$ cat config.mk
export PLATFORM = sky130hd
export DESIGN_NAME = shrp3x3_out_fifo
export DESIGN_NICKNAME = d
export VERILOG_FILES = /design/src/rtl/shrp3x3_pkg.sv /design/src/rtl/shrp3x3_out_fifo.sv
export SDC_FILE = /design/constraint.sdc
export NUM_CORES = 1
export LEC_CHECK = 0
export BUFFER_PORTS_ARGS = -buffer_cell sky130_fd_sc_hd__buf_2
export CAP_MARGIN = 10
export CORE_ASPECT_RATIO = 1.25
export CORE_MARGIN = 3
export CORE_UTILIZATION = 54
export CTS_CLUSTER_DIAMETER = 150
export DETAILED_ROUTE_END_ITERATION = 12
export PLACE_DENSITY = 0.73
export SLEW_MARGIN = 20
export SYNTH_ARGS = -nofsm -noshare
export SYNTH_HDL_FRONTEND = slang
export SYNTH_SLANG_ARGS = --single-unit
export TNS_END_PERCENT = 100
$ cat constraint.sdc
create_clock -name clk_i -period 13.55 [get_ports clk_i]
set_input_delay 2.71 -clock clk_i [delete_from_list [all_inputs] [get_ports clk_i]]
set_output_delay 2.71 -clock clk_i [all_outputs]
set_load 0.05 [all_outputs]
$ cat src/rtl/shrp3x3_pkg.sv
`default_nettype none

package shrp3x3_pkg;

  typedef struct packed {
    logic [7:0] in_blue;
    logic [7:0] in_green;
    logic [7:0] in_red;
  } in_item_t;

  typedef struct packed {
    logic [15:0] out_row;
    logic [11:0] out_col;
    logic [7:0]  out_blue;
    logic [7:0]  out_green;
    logic [7:0]  out_red;
    logic [7:0]  out_alpha;
    logic        last;
  } out_item_t;

  // Register map, selected by paddr[2]
  localparam logic REG_IMAGE_WIDTH  = 1'b0;
  localparam logic REG_IMAGE_HEIGHT = 1'b1;
  localparam int   PADDR_W          = 3;

  localparam logic [12:0] IMAGE_WIDTH_RST  = 13'd640;
  localparam logic [15:0] IMAGE_HEIGHT_RST = 16'd480;

  localparam logic [7:0]  ALPHA_OPAQUE = 8'hFF;
  localparam logic [7:0]  PX_MAX       = 8'd255;
  localparam logic [12:0] CENTER_GAIN  = 13'd9;

  localparam int FIFO_DEPTH = 8;
  localparam int FIFO_PTR_W = 3;
  localparam int FIFO_CNT_W = 4;

  // 9*center minus the neighbor sum, clamped to 0..255
  function automatic logic [7:0] sharpen_px(input logic [7:0] center,
                                            input logic [10:0] nsum);
    logic [12:0] acc;
    acc = 13'(center) * CENTER_GAIN - 13'(nsum);
    if (acc[12]) begin
      return 8'd0;
    end else if (acc[11:8] != 4'd0) begin
      return PX_MAX;
    end else begin
      return acc[7:0];
    end
  endfunction

endpackage

`default_nettype wire

$ cat src/rtl/shrp3x3_out_fifo.sv
`default_nettype none

module shrp3x3_out_fifo import shrp3x3_pkg::*; (
  input  wire logic                  clk_i,
  input  wire logic                  rst_ni,
  input  wire logic                  push_first_i,
  input  wire out_item_t             first_i,
  input  wire logic                  push_second_i,
  input  wire out_item_t             second_i,
  output logic                       valid_o,
  input  wire logic                  ready_i,
  output out_item_t                  item_o,
  output logic [FIFO_CNT_W-1:0]      count_o
);

  out_item_t slots_q [FIFO_DEPTH];

  logic [FIFO_PTR_W-1:0] wr_q, rd_q, wr_next1;
  logic [FIFO_CNT_W-1:0] count_q;
  logic                  pop;

  assign wr_next1 = wr_q + FIFO_PTR_W'(1);
  assign valid_o  = (count_q != '0);
  assign pop      = valid_o && ready_i;
  assign item_o   = slots_q[rd_q];
  assign count_o  = count_q;

  always_ff @(posedge clk_i) begin
    if (push_first_i) begin
      slots_q[wr_q] <= first_i;
    end
    if (push_second_i) begin
      slots_q[wr_next1] <= second_i;
    end
  end

  always_ff @(posedge clk_i or negedge rst_ni) begin
    if (!rst_ni) begin
      wr_q    <= '0;
      rd_q    <= '0;
      count_q <= '0;
    end else begin
      wr_q    <= wr_q + FIFO_PTR_W'(push_first_i) + FIFO_PTR_W'(push_second_i);
      rd_q    <= rd_q + FIFO_PTR_W'(pop);
      count_q <= count_q + FIFO_CNT_W'(push_first_i) + FIFO_CNT_W'(push_second_i)
                 - FIFO_CNT_W'(pop);
    end
  end

endmodule

`default_nettype wire

==> out/results.txt, run 1 <==
Pin count of the biggest net entering global routing -> 100
Initial antenna violation count -> 12
VDD IR-drop max -> 0.194 mV
Final Hold Violating Endpoints -> 0
Register area share after synthesis -> 0.604
Final #Nets -> 1628
Die Span Y -> 245 um
Worst-Margin Slew -> 1.07 ns
Core area -> 44700 um2
Root Driver -> clkbuf_16
Max_slew headroom -> 0.282
Setup TNS -> 0 ns
Area contributors post-synth -> edfxtp_1, mux2_2, mux4_2
GR Overflow Total -> 0
H-tree Lvls -> 2
Final non-filler cell total -> 2110
Synthesis-to-layout area growth -> 13.3%
Initial Utilization -> 0.552
CTS tree -> yes
Post-synth EDFFs -> 488
Die area -> 48300 um2
Fin crit share -> 0.448
Drt total wl -> 58700 um
Via count -> 13130
Routed WL per cell -> 27.8 um
Gpl congestion -> 0.763
Placed Cells -> 2010
TritonCTS buffer count -> 50
PortBufs -> 192
MaxCap Viol Count -> 0
Status -> completed
Setup violators final -> 0
Crit path time final -> 6.07 ns
Synth async-reset ratio -> 0.0201
ANT nets after route -> 0
Synthesis Warnings -> 0
# rows -> 86
CTS Hold Bufs -> 0
Clock buffer depth -> 3
Hold/Removal Path Class -> reg -> reg
Via density per instance -> 6.22
IO Pins -> 193
Detailed placement HPWL -> 32000 um
Post-Route Skew -> 0.0165 ns
Mapped Area -> 24700 um2
Post-synth top area cell -> edfxtp_1
Post-synth top area share -> 0.594
Synth top cells by count -> mux2_2, edfxtp_1, mux4_2
Post CTS Setup Buffer Count -> 0
Power density over cell area -> 257 nW/um2
Synth Instances -> 1311
Post-Syn Area per Cell -> 18.8 um2
Critical Path RT -> 10.84 ns
Placed Area -> 26300 um2
Fmax -> 165 MHz
CP max FO -> 99
Top-count cell post-synth -> mux2_2
# DRC -> 0
Detailed Routing Iterations Pass 1 -> 5
Die W -> 197 um
Predominant post-synthesis flop cell -> edfxtp_1
First-pass GRT wire length -> 89100 um
Arrival @ worst endpoint -> 3.36 ns
Worst-path clk slew -> 0.06 ns
CP Launch Type -> register
Total GRT Usage -> 0.247
CTS resizes -> 0
Multi-input gate area -> 9490 um2
Syn_nets -> 1449
Max-slew violation count -> 0
Final instance area -> 27900 um2
Ratio of cells with drive above 1 in the final layout -> 0.637
CP Class -> reg -> out
Register Area -> 14900 um2
Worst skew pair latency -> 0.58 ns
Post-layout util -> 0.626
Initial drt markers -> 905
Filler cells -> 3269
Unrepaired setup endpoints after global routing -> false
Crit. End Element -> primary output
Leakage -> 9.37 nW
Vias in the first global route -> 14258
Distinct cells, synth -> 28
Final total power -> 0.00719 W
Clk sinks -> 498
Synth Register Bits -> 498
[power by group]
part	internal (W)	total (W)	switching [W]	leakage (nW)
Sequential	0.00239	0.00258	0.000192	4.59
Combinational	0.00121	0.00322	0.00200	3.97
Clock	0.000820	0.00139	0.000574	0.803
[layer usage]
metal | routed length (um) | global-route usage | vias up
li1 | - | - | 5760
met1 | 23300 | 0.321 | 6934
met2 | 30800 | 0.432 | 343
met3 | 2980 | 0.0390 | 87
met4 | 1560 | 0.0778 | 6
met5 | 37 | 0 | -
[worst max-delay path, stage by stage, from the launching register on]
cell and delay, ns:
dfrtp_4 0.78, buf_12 0.61, mux4_2 0.61, mux2_2 0.32, buf_2 0.22
[placed cells by master, fill, tap and decap left out, drive strengths merged]
cell,n
mux2,549
edfxtp,488
buf,212
mux4,122
clkbuf,60
clkinv,22
inv,11
diode,10
dfrtp,10
ha,8
bufinv,7
nand2,7
xor2,5
nor2,5
o22ai,3
fa,3
nor3,2
nand2b,2
o21bai,2
xnor2,1
nand3,1
nor3b,1
nand3b,1
o31ai,1
o21ai,1
o32ai,1
a21o,1
a21oi,1
and2,1
[layout make-up]
type,instances,area share
sequential,498,0.534
multi-input combinational,718,0.340
clock buffer,60,0.0469
timing repair buffer,212,0.0402
tap,572,0.0256
clock inverter,30,0.0116
inverter,10,0.00134
antenna,10,0.000895
[registers in the layout, indices dropped and copies added (netlist names)]
signal / flops
slots_q: 488
count_o: 4
rd_q: 3
wr_q: 3
[logic make-up (layout without fill, tap and decap cells)]
kind of cell | Yosys count | in the layout | share of synthesized area
other | 0 | 10 | 0
muxes | 671 | 671 | 0.362
AOI/OAI and AO/OA | 10 | 10 | 0.00274
DFF | 498 | 498 | 0.604
and+or+nand+nor | 20 | 20 | 0.00421
adders and majority gates | 11 | 11 | 0.00649
buffers and inverters | 95 | 312 | 0.0176
xor gates and xnor gates | 6 | 6 | 0.00274
[path summary, 6_finish.rpt]
path / to / slack (ns) / start / cells after the start
worst max-delay path: item_o[58] / 7.48 / rd_q[0]$_DFF_PN0_ / 4
worst min-delay path: count_o[0]$_DFF_PN0_ / 0.62 / count_o[0]$_DFF_PN0_ / 1
worst max register to register: slots_q[7][49]$_DFFE_PP_ / 9.78 / wr_q[1]$_DFF_PN0_ / 5
worst min register to register: count_o[0]$_DFF_PN0_ / 0.62 / count_o[0]$_DFF_PN0_ / 1
max in group asynchronous: rd_q[0]$_DFF_PN0_ / 11.34 / rst_ni / 1
min in group asynchronous: count_o[2]$_DFF_PN0_ / 1.98 / rst_ni / 1
[through the flow]
step           worst slack, ns  hold slack (ns)
2_1_floorplan             5.57            0.477
3_5_place_dp              7.96            0.622
4_1_cts                   7.37            0.636
5_1_grt                   7.25            0.658
3_3_place_gp              7.99            0.598
6_report                  7.48            0.623
(Power assumes the default switching activity.)
==> run 2: changes to the inputs <==
==> constraint.sdc (replaced) <==
create_clock -name clk_i -period 6.2 [get_ports clk_i]
set_input_delay 1.24 -clock clk_i [delete_from_list [all_inputs] [get_ports clk_i]]
set_output_delay 1.24 -clock clk_i [all_outputs]
set_load 0.05 [all_outputs]
==> out/results.txt, run 2 (synthesis gave the netlist of run 1 again) <==
Initial Utilization -> 0.552
Status -> completed
Filler cells -> 3209
Largest Register -> slots_q
Die W -> 197 um
IO Pins -> 193
CTS Hold Bufs -> 0
CP Class -> reg -> out
Max-slew violation count -> 0
Detailed placement HPWL -> 33000 um
Detailed Routing Iterations Pass 1 -> 5
Worst-path clk slew -> 0.06 ns
H-tree Lvls -> 2
Vias in the first global route -> 14515
Unrepaired setup endpoints after global routing -> false
Setup violators final -> 0
# rows -> 86
Initial antenna violation count -> 13
GR Overflow Total -> 0
Fin crit share -> 0.715
Critical Path RT -> 4.96 ns
Power density over cell area -> 561 nW/um2
CTS tree -> yes
PortBufs -> 192
MaxCap Viol Count -> 0
CP Launch Type -> register
Worst flop-to-flop path endpoint -> slots_q[3][5]$_DFFE_PP_
Max_slew headroom -> 0.220
Worst R2R Start -> wr_q[0]$_DFF_PN0_
Crit path capture -> item_o[0]
CTS resizes -> 0
Commonest cells after routing, fill and taps aside -> mux2_2, edfxtp_1, buf_2
Drt total wl -> 59800 um
Worst setup margin -> 1.77 ns
Crit path time final -> 4.43 ns
Die Span Y -> 245 um
CP max FO -> 43
Hold/Removal Path Class -> in -> async
Clk sinks -> 498
Total GRT Usage -> 0.252
Routed WL per cell -> 28.2 um
Root Driver -> clkbuf_16
Max FFs per register -> 488
Arrival @ worst endpoint -> 3.19 ns
Ratio of cells with drive above 1 in the final layout -> 0.638
Pin count of the biggest net entering global routing -> 81
VDD IR-drop max -> 0.511 mV
Final #Nets -> 1639
Final Hold Violating Endpoints -> 0
Post CTS Setup Buffer Count -> 0
Initial drt markers -> 904
Setup TNS -> 0 ns
R2R depth -> 6
Gpl congestion -> 0.754
TritonCTS buffer count -> 50
Worst-Margin Slew -> 1.17 ns
Worst slack at placement -> 2.30 ns
Die area -> 48300 um2
First-pass GRT wire length -> 90800 um
Fmax -> 226 MHz
Most common cell after layout, fill and taps aside -> mux2_2
# DRC -> 0
Leakage -> 9.41 nW
Core area -> 44700 um2
Crit. End Element -> primary output
Via count -> 13163
ANT nets after route -> 0
Worst skew pair latency -> 0.59 ns
Via density per instance -> 6.20
Synthesis-to-layout area growth -> 13.6%
Post-Route Skew -> 0.0174 ns
Clock buffer depth -> 3
Worst reg2reg setup slack -> 2.91 ns
Worst setup path startpoint -> rd_q[0]$_DFF_PN0_
==> run 2: changes by cell type in the layout (fill, tap and decap cells not counted), sizes merged <==
| cell | previous run | this run |
|---|---|---|
| clkbuf | 60 | 70 |
| clkinv | 22 | 19 |
| inv | 11 | 10 |
| bufinv | 7 | 0 |
| diode | 10 | 12 |
| clkinvlp | 0 | 1 |
| buf | 212 | 223 |
==> run 2: how the worst min path moves through the flow <==
stage | startpoint | end | slack (ns) | depth (start not counted)
finish | rst_ni | rd_q[1]$_DFF_PN0_ | 0.51 | 1
global route | rst_ni | rd_q[1]$_DFF_PN0_ | 0.50 | 1
detailed placement | count_o[0]$_DFF_PN0_ | count_o[0]$_DFF_PN0_ | 0.59 | 1
CTS | rst_ni | rd_q[0]$_DFF_PN0_ | 0.49 | 1
global placement | count_o[0]$_DFF_PN0_ | count_o[0]$_DFF_PN0_ | 0.58 | 1
floorplan | rd_q[1]$_DFF_PN0_ | rd_q[1]$_DFF_PN0_ | 0.48 | 1
==> run 2: area by class of cell <==
| cell class | count | area, um2 | area share |
|---|---|---|---|
| clock buffer | 70 | 1460 | 0.0521 |
| sequential | 498 | 14900 | 0.532 |
| multi-input combinational | 718 | 9490 | 0.339 |
| tap | 572 | 716 | 0.0255 |
| clock inverter | 20 | 90.1 | 0.00321 |
| inverter | 10 | 37.5 | 0.00134 |
| timing repair buffer | 223 | 1290 | 0.0460 |
| antenna | 12 | 30.0 | 0.00107 |
==> run 2: metal layers <==
| layer | vias to the layer above | track usage | share of wire |
|---|---|---|---|
| met2 | 343 | 0.428 | 0.51 |
| met3 | 98 | 0.0496 | 0.058 |
| met4 | 8 | 0.0793 | 0.024 |
| li1 | 5781 | - | - |
| met5 | - | 0 | 0.00095 |
| met1 | 6933 | 0.330 | 0.40 |
==> run 2: power breakdown <==
group	total (W)	internal [W]	switching [W]	leakage [nW]
Combinational	0.00713	0.00273	0.00440	4.06
Clock	0.00289	0.00163	0.00126	0.760
Sequential	0.00570	0.00522	0.000486	4.59
Total	0.0157	0.00958	0.00614	9.41
==> run 2: worst max-delay path, cell delays in order (launching register included) <==
cell	delay, ns
dfrtp_4	1.06
buf_12	0.41
mux4_2	0.56
mux2_2	0.31
buf_2	0.22
==> run 2: per-stage QoR <==
step | total power, W | hold WS (ns) | utilization | cell area, um2 | instances
floorplan | 0.0109 | 0.477 | - | 24700 | 1311
global placement | 0.0128 | 0.583 | 0.592 | 26400 | 2020
detailed placement | 0.0130 | 0.589 | 0.592 | 26500 | 2021
CTS | 0.0159 | 0.488 | 0.627 | 28000 | 2111
global route | 0.0164 | 0.503 | 0.627 | 28000 | 2114
finish | 0.0157 | 0.506 | 0.628 | 28000 | 2123
==> run 3: changes to the inputs <==
--- a/config.mk
+++ b/config.mk
@@ -12,7 +12,7 @@
 export CORE_UTILIZATION = 54
 export CTS_CLUSTER_DIAMETER = 150
 export DETAILED_ROUTE_END_ITERATION = 12
-export PLACE_DENSITY = 0.73
+export PLACE_DENSITY = 0.76
 export SLEW_MARGIN = 20
 export SYNTH_ARGS = -nofsm -noshare
 export SYNTH_HDL_FRONTEND = slang
==> constraint.sdc (replaced) <==
create_clock -name clk_i -period 3.65 [get_ports clk_i]
set_input_delay 0.73 -clock clk_i [delete_from_list [all_inputs] [get_ports clk_i]]
set_output_delay 0.73 -clock clk_i [all_outputs]
set_load 0.05 [all_outputs]
==> out/results.txt, run 3 (synthesis gave the netlist of run 1 again) <==
Gpl congestion -> 0.764
Via count -> 13348
TritonCTS buffer count -> 49
Core area -> 44700 um2
Synthesis-to-layout area growth -> 14.7%
Pin count of the biggest net entering global routing -> 62
Via density per instance -> 6.24
Hold/Removal Path Class -> in -> reg
Worst Path Buf+Inv -> 2
Placed Cells -> 2039
Worst setup path startpoint -> rd_q[0]$_DFF_PN0_
GR Overflow Total -> 0
Filler cells -> 3156
GRT met3 Usage -> 0.0439
Final #Nets -> 1659
Clk sinks -> 498
# DRC -> 0
Total GRT Usage -> 0.257
Commonest cells after routing, fill and taps aside -> mux2_2, edfxtp_1, buf_2
Crit. End Element -> primary output
MaxCap Viol Count -> 0
Max-slew violation count -> 0
Setup violators final -> 0
Die Span Y -> 245 um
Final Hold Violating Endpoints -> 0
R2R depth -> 5
Drt total wl -> 61700 um
Largest Register -> slots_q
Most common cell after layout, fill and taps aside -> mux2_2
Met1 Use GR -> 0.326
First-pass GRT wire length -> 92100 um
Worst Hold End -> count_o[0]$_DFF_PN0_
IO Pins -> 193
Max FFs per register -> 488
VDD IR-drop max -> 0.735 mV
Unrepaired setup endpoints after global routing -> false
CTS tree -> yes
CTS resizes -> 0
Min-Delay Path Depth -> 2
ANT nets after route -> 0
Worst R2R Start -> wr_q[0]$_DFF_PN0_
Detailed Routing Iterations Pass 1 -> 5
GR Util met2 -> 0.451
Worst flop-to-flop path endpoint -> slots_q[1][17]$_DFFE_PP_
Power density over cell area -> 960 nW/um2
Final total power -> 0.0272 W
Ratio of cells with drive above 1 in the final layout -> 0.643
Detailed placement HPWL -> 34300 um
Final non-filler cell total -> 2138
Arrival @ worst endpoint -> 2.67 ns
Max_slew headroom -> 0.380
# rows -> 86
CP Launch Type -> register
Leakage -> 9.54 nW
Initial antenna violation count -> 11
Die W -> 197 um
Post-Route Skew -> 0.0101 ns
Die area -> 48300 um2
Initial drt markers -> 910
Root Driver -> clkbuf_16
Slowest stage delay, CP -> 0.70 ns
GR peak layer -> met2
Fmax -> 294 MHz
Status -> completed
PortBufs -> 192
Clock buffer depth -> 3
Worst reg2reg setup slack -> 0.88 ns
Worst skew pair latency -> 0.59 ns
Hold path startpoint -> push_first_i
Min Hold Slack -> 0.492 ns
CP top delay family -> multiplexers
Initial Utilization -> 0.552
Crit path time final -> 3.40 ns
Crit path max-delay cell type -> dfrtp_4
Critical Path RT -> 2.92 ns
Sequence of cells on the critical path -> buf_4 -> mux4_2 -> mux2_2 -> buf_2
CP max FO -> 15
Vias in the first global route -> 14553
Routed WL per cell -> 28.8 um
CP Class -> reg -> out
Fin crit share -> 0.932
Worst-Margin Slew -> 0.927 ns
Worst-path clk slew -> 0.06 ns
H-tree Lvls -> 2
[run 3: cell count changes in the layout (fill, tap and decap cells not counted), moves of 3 or more]
cell | previous run | this run
buf_12 | 6 | 17
buf_4 | 24 | 34
clkbuf_8 | 7 | 0
bufinv_16 | 0 | 4
diode_2 | 12 | 8
clkinv_1 | 13 | 10
clkinv_2 | 5 | 8
[run 3: area by class of cell]
class / instances / area (um2) / area share
Clock buffer: 62 / 1320 / 0.0466
Timing Repair Buffer: 244 / 1570 / 0.0554
Multi-Input combinational cell: 718 / 9490 / 0.336
Clock inverter: 26 / 229 / 0.00809
Antenna cell: 8 / 20.0 / 0.000707
Inverter: 10 / 37.5 / 0.00133
Tap cell: 572 / 716 / 0.0253
Sequential cell: 498 / 14900 / 0.527
[run 3: worst max-delay path by stage]
| stage | endpoint | slack [ns] | depth (start not counted) |
|---|---|---|---|
| after global placement | item_o[24] | 0.67 | 4 |
| after CTS | item_o[32] | 0.01 | 4 |
| after global routing | item_o[32] | 0.15 | 4 |
| final | item_o[32] | 0.25 | 4 |
| after floorplan | slots_q[2][0]$_DFFE_PP_ | -0.71 | 2 |
| after detailed placement | item_o[32] | 0.65 | 4 |
[run 3: where the power goes]
group | total [W] | internal (W) | switching (W) | leakage, nW
clock network | 0.00497 | 0.00283 | 0.00214 | 0.750
registers | 0.00955 | 0.00885 | 0.000704 | 4.59
logic | 0.0127 | 0.00489 | 0.00776 | 4.20
total | 0.0272 | 0.0166 | 0.0106 | 9.54
[run 3: timing repair]
action,CTS,global route
setup endpoints to repair,0,20
buffers inserted,0,2
hold endpoints to repair,10,0
hold buffers,1,0
[run 3: metal layers]
layer  vias to the layer above  part of all wire
met3                       125             0.055
met1                      7017              0.39
met5                         -            0.0011
li1                       5818                 -
met4                        12             0.030
met2                       376              0.52
[run 3: through the flow]
step / worst slack [ns] / TNS [ns] / instance area (um2) / util
final: 0.250 / 0 / 28300 / 0.634
after global routing: 0.150 / 0 / 28300 / 0.633
after CTS: 0.00977 / 0 / 28200 / 0.632
after detailed placement: 0.648 / 0 / 26700 / 0.597
after global placement: 0.670 / 0 / 26700 / 0.597
after floorplan: -0.713 / -119.57 / 24700 / -
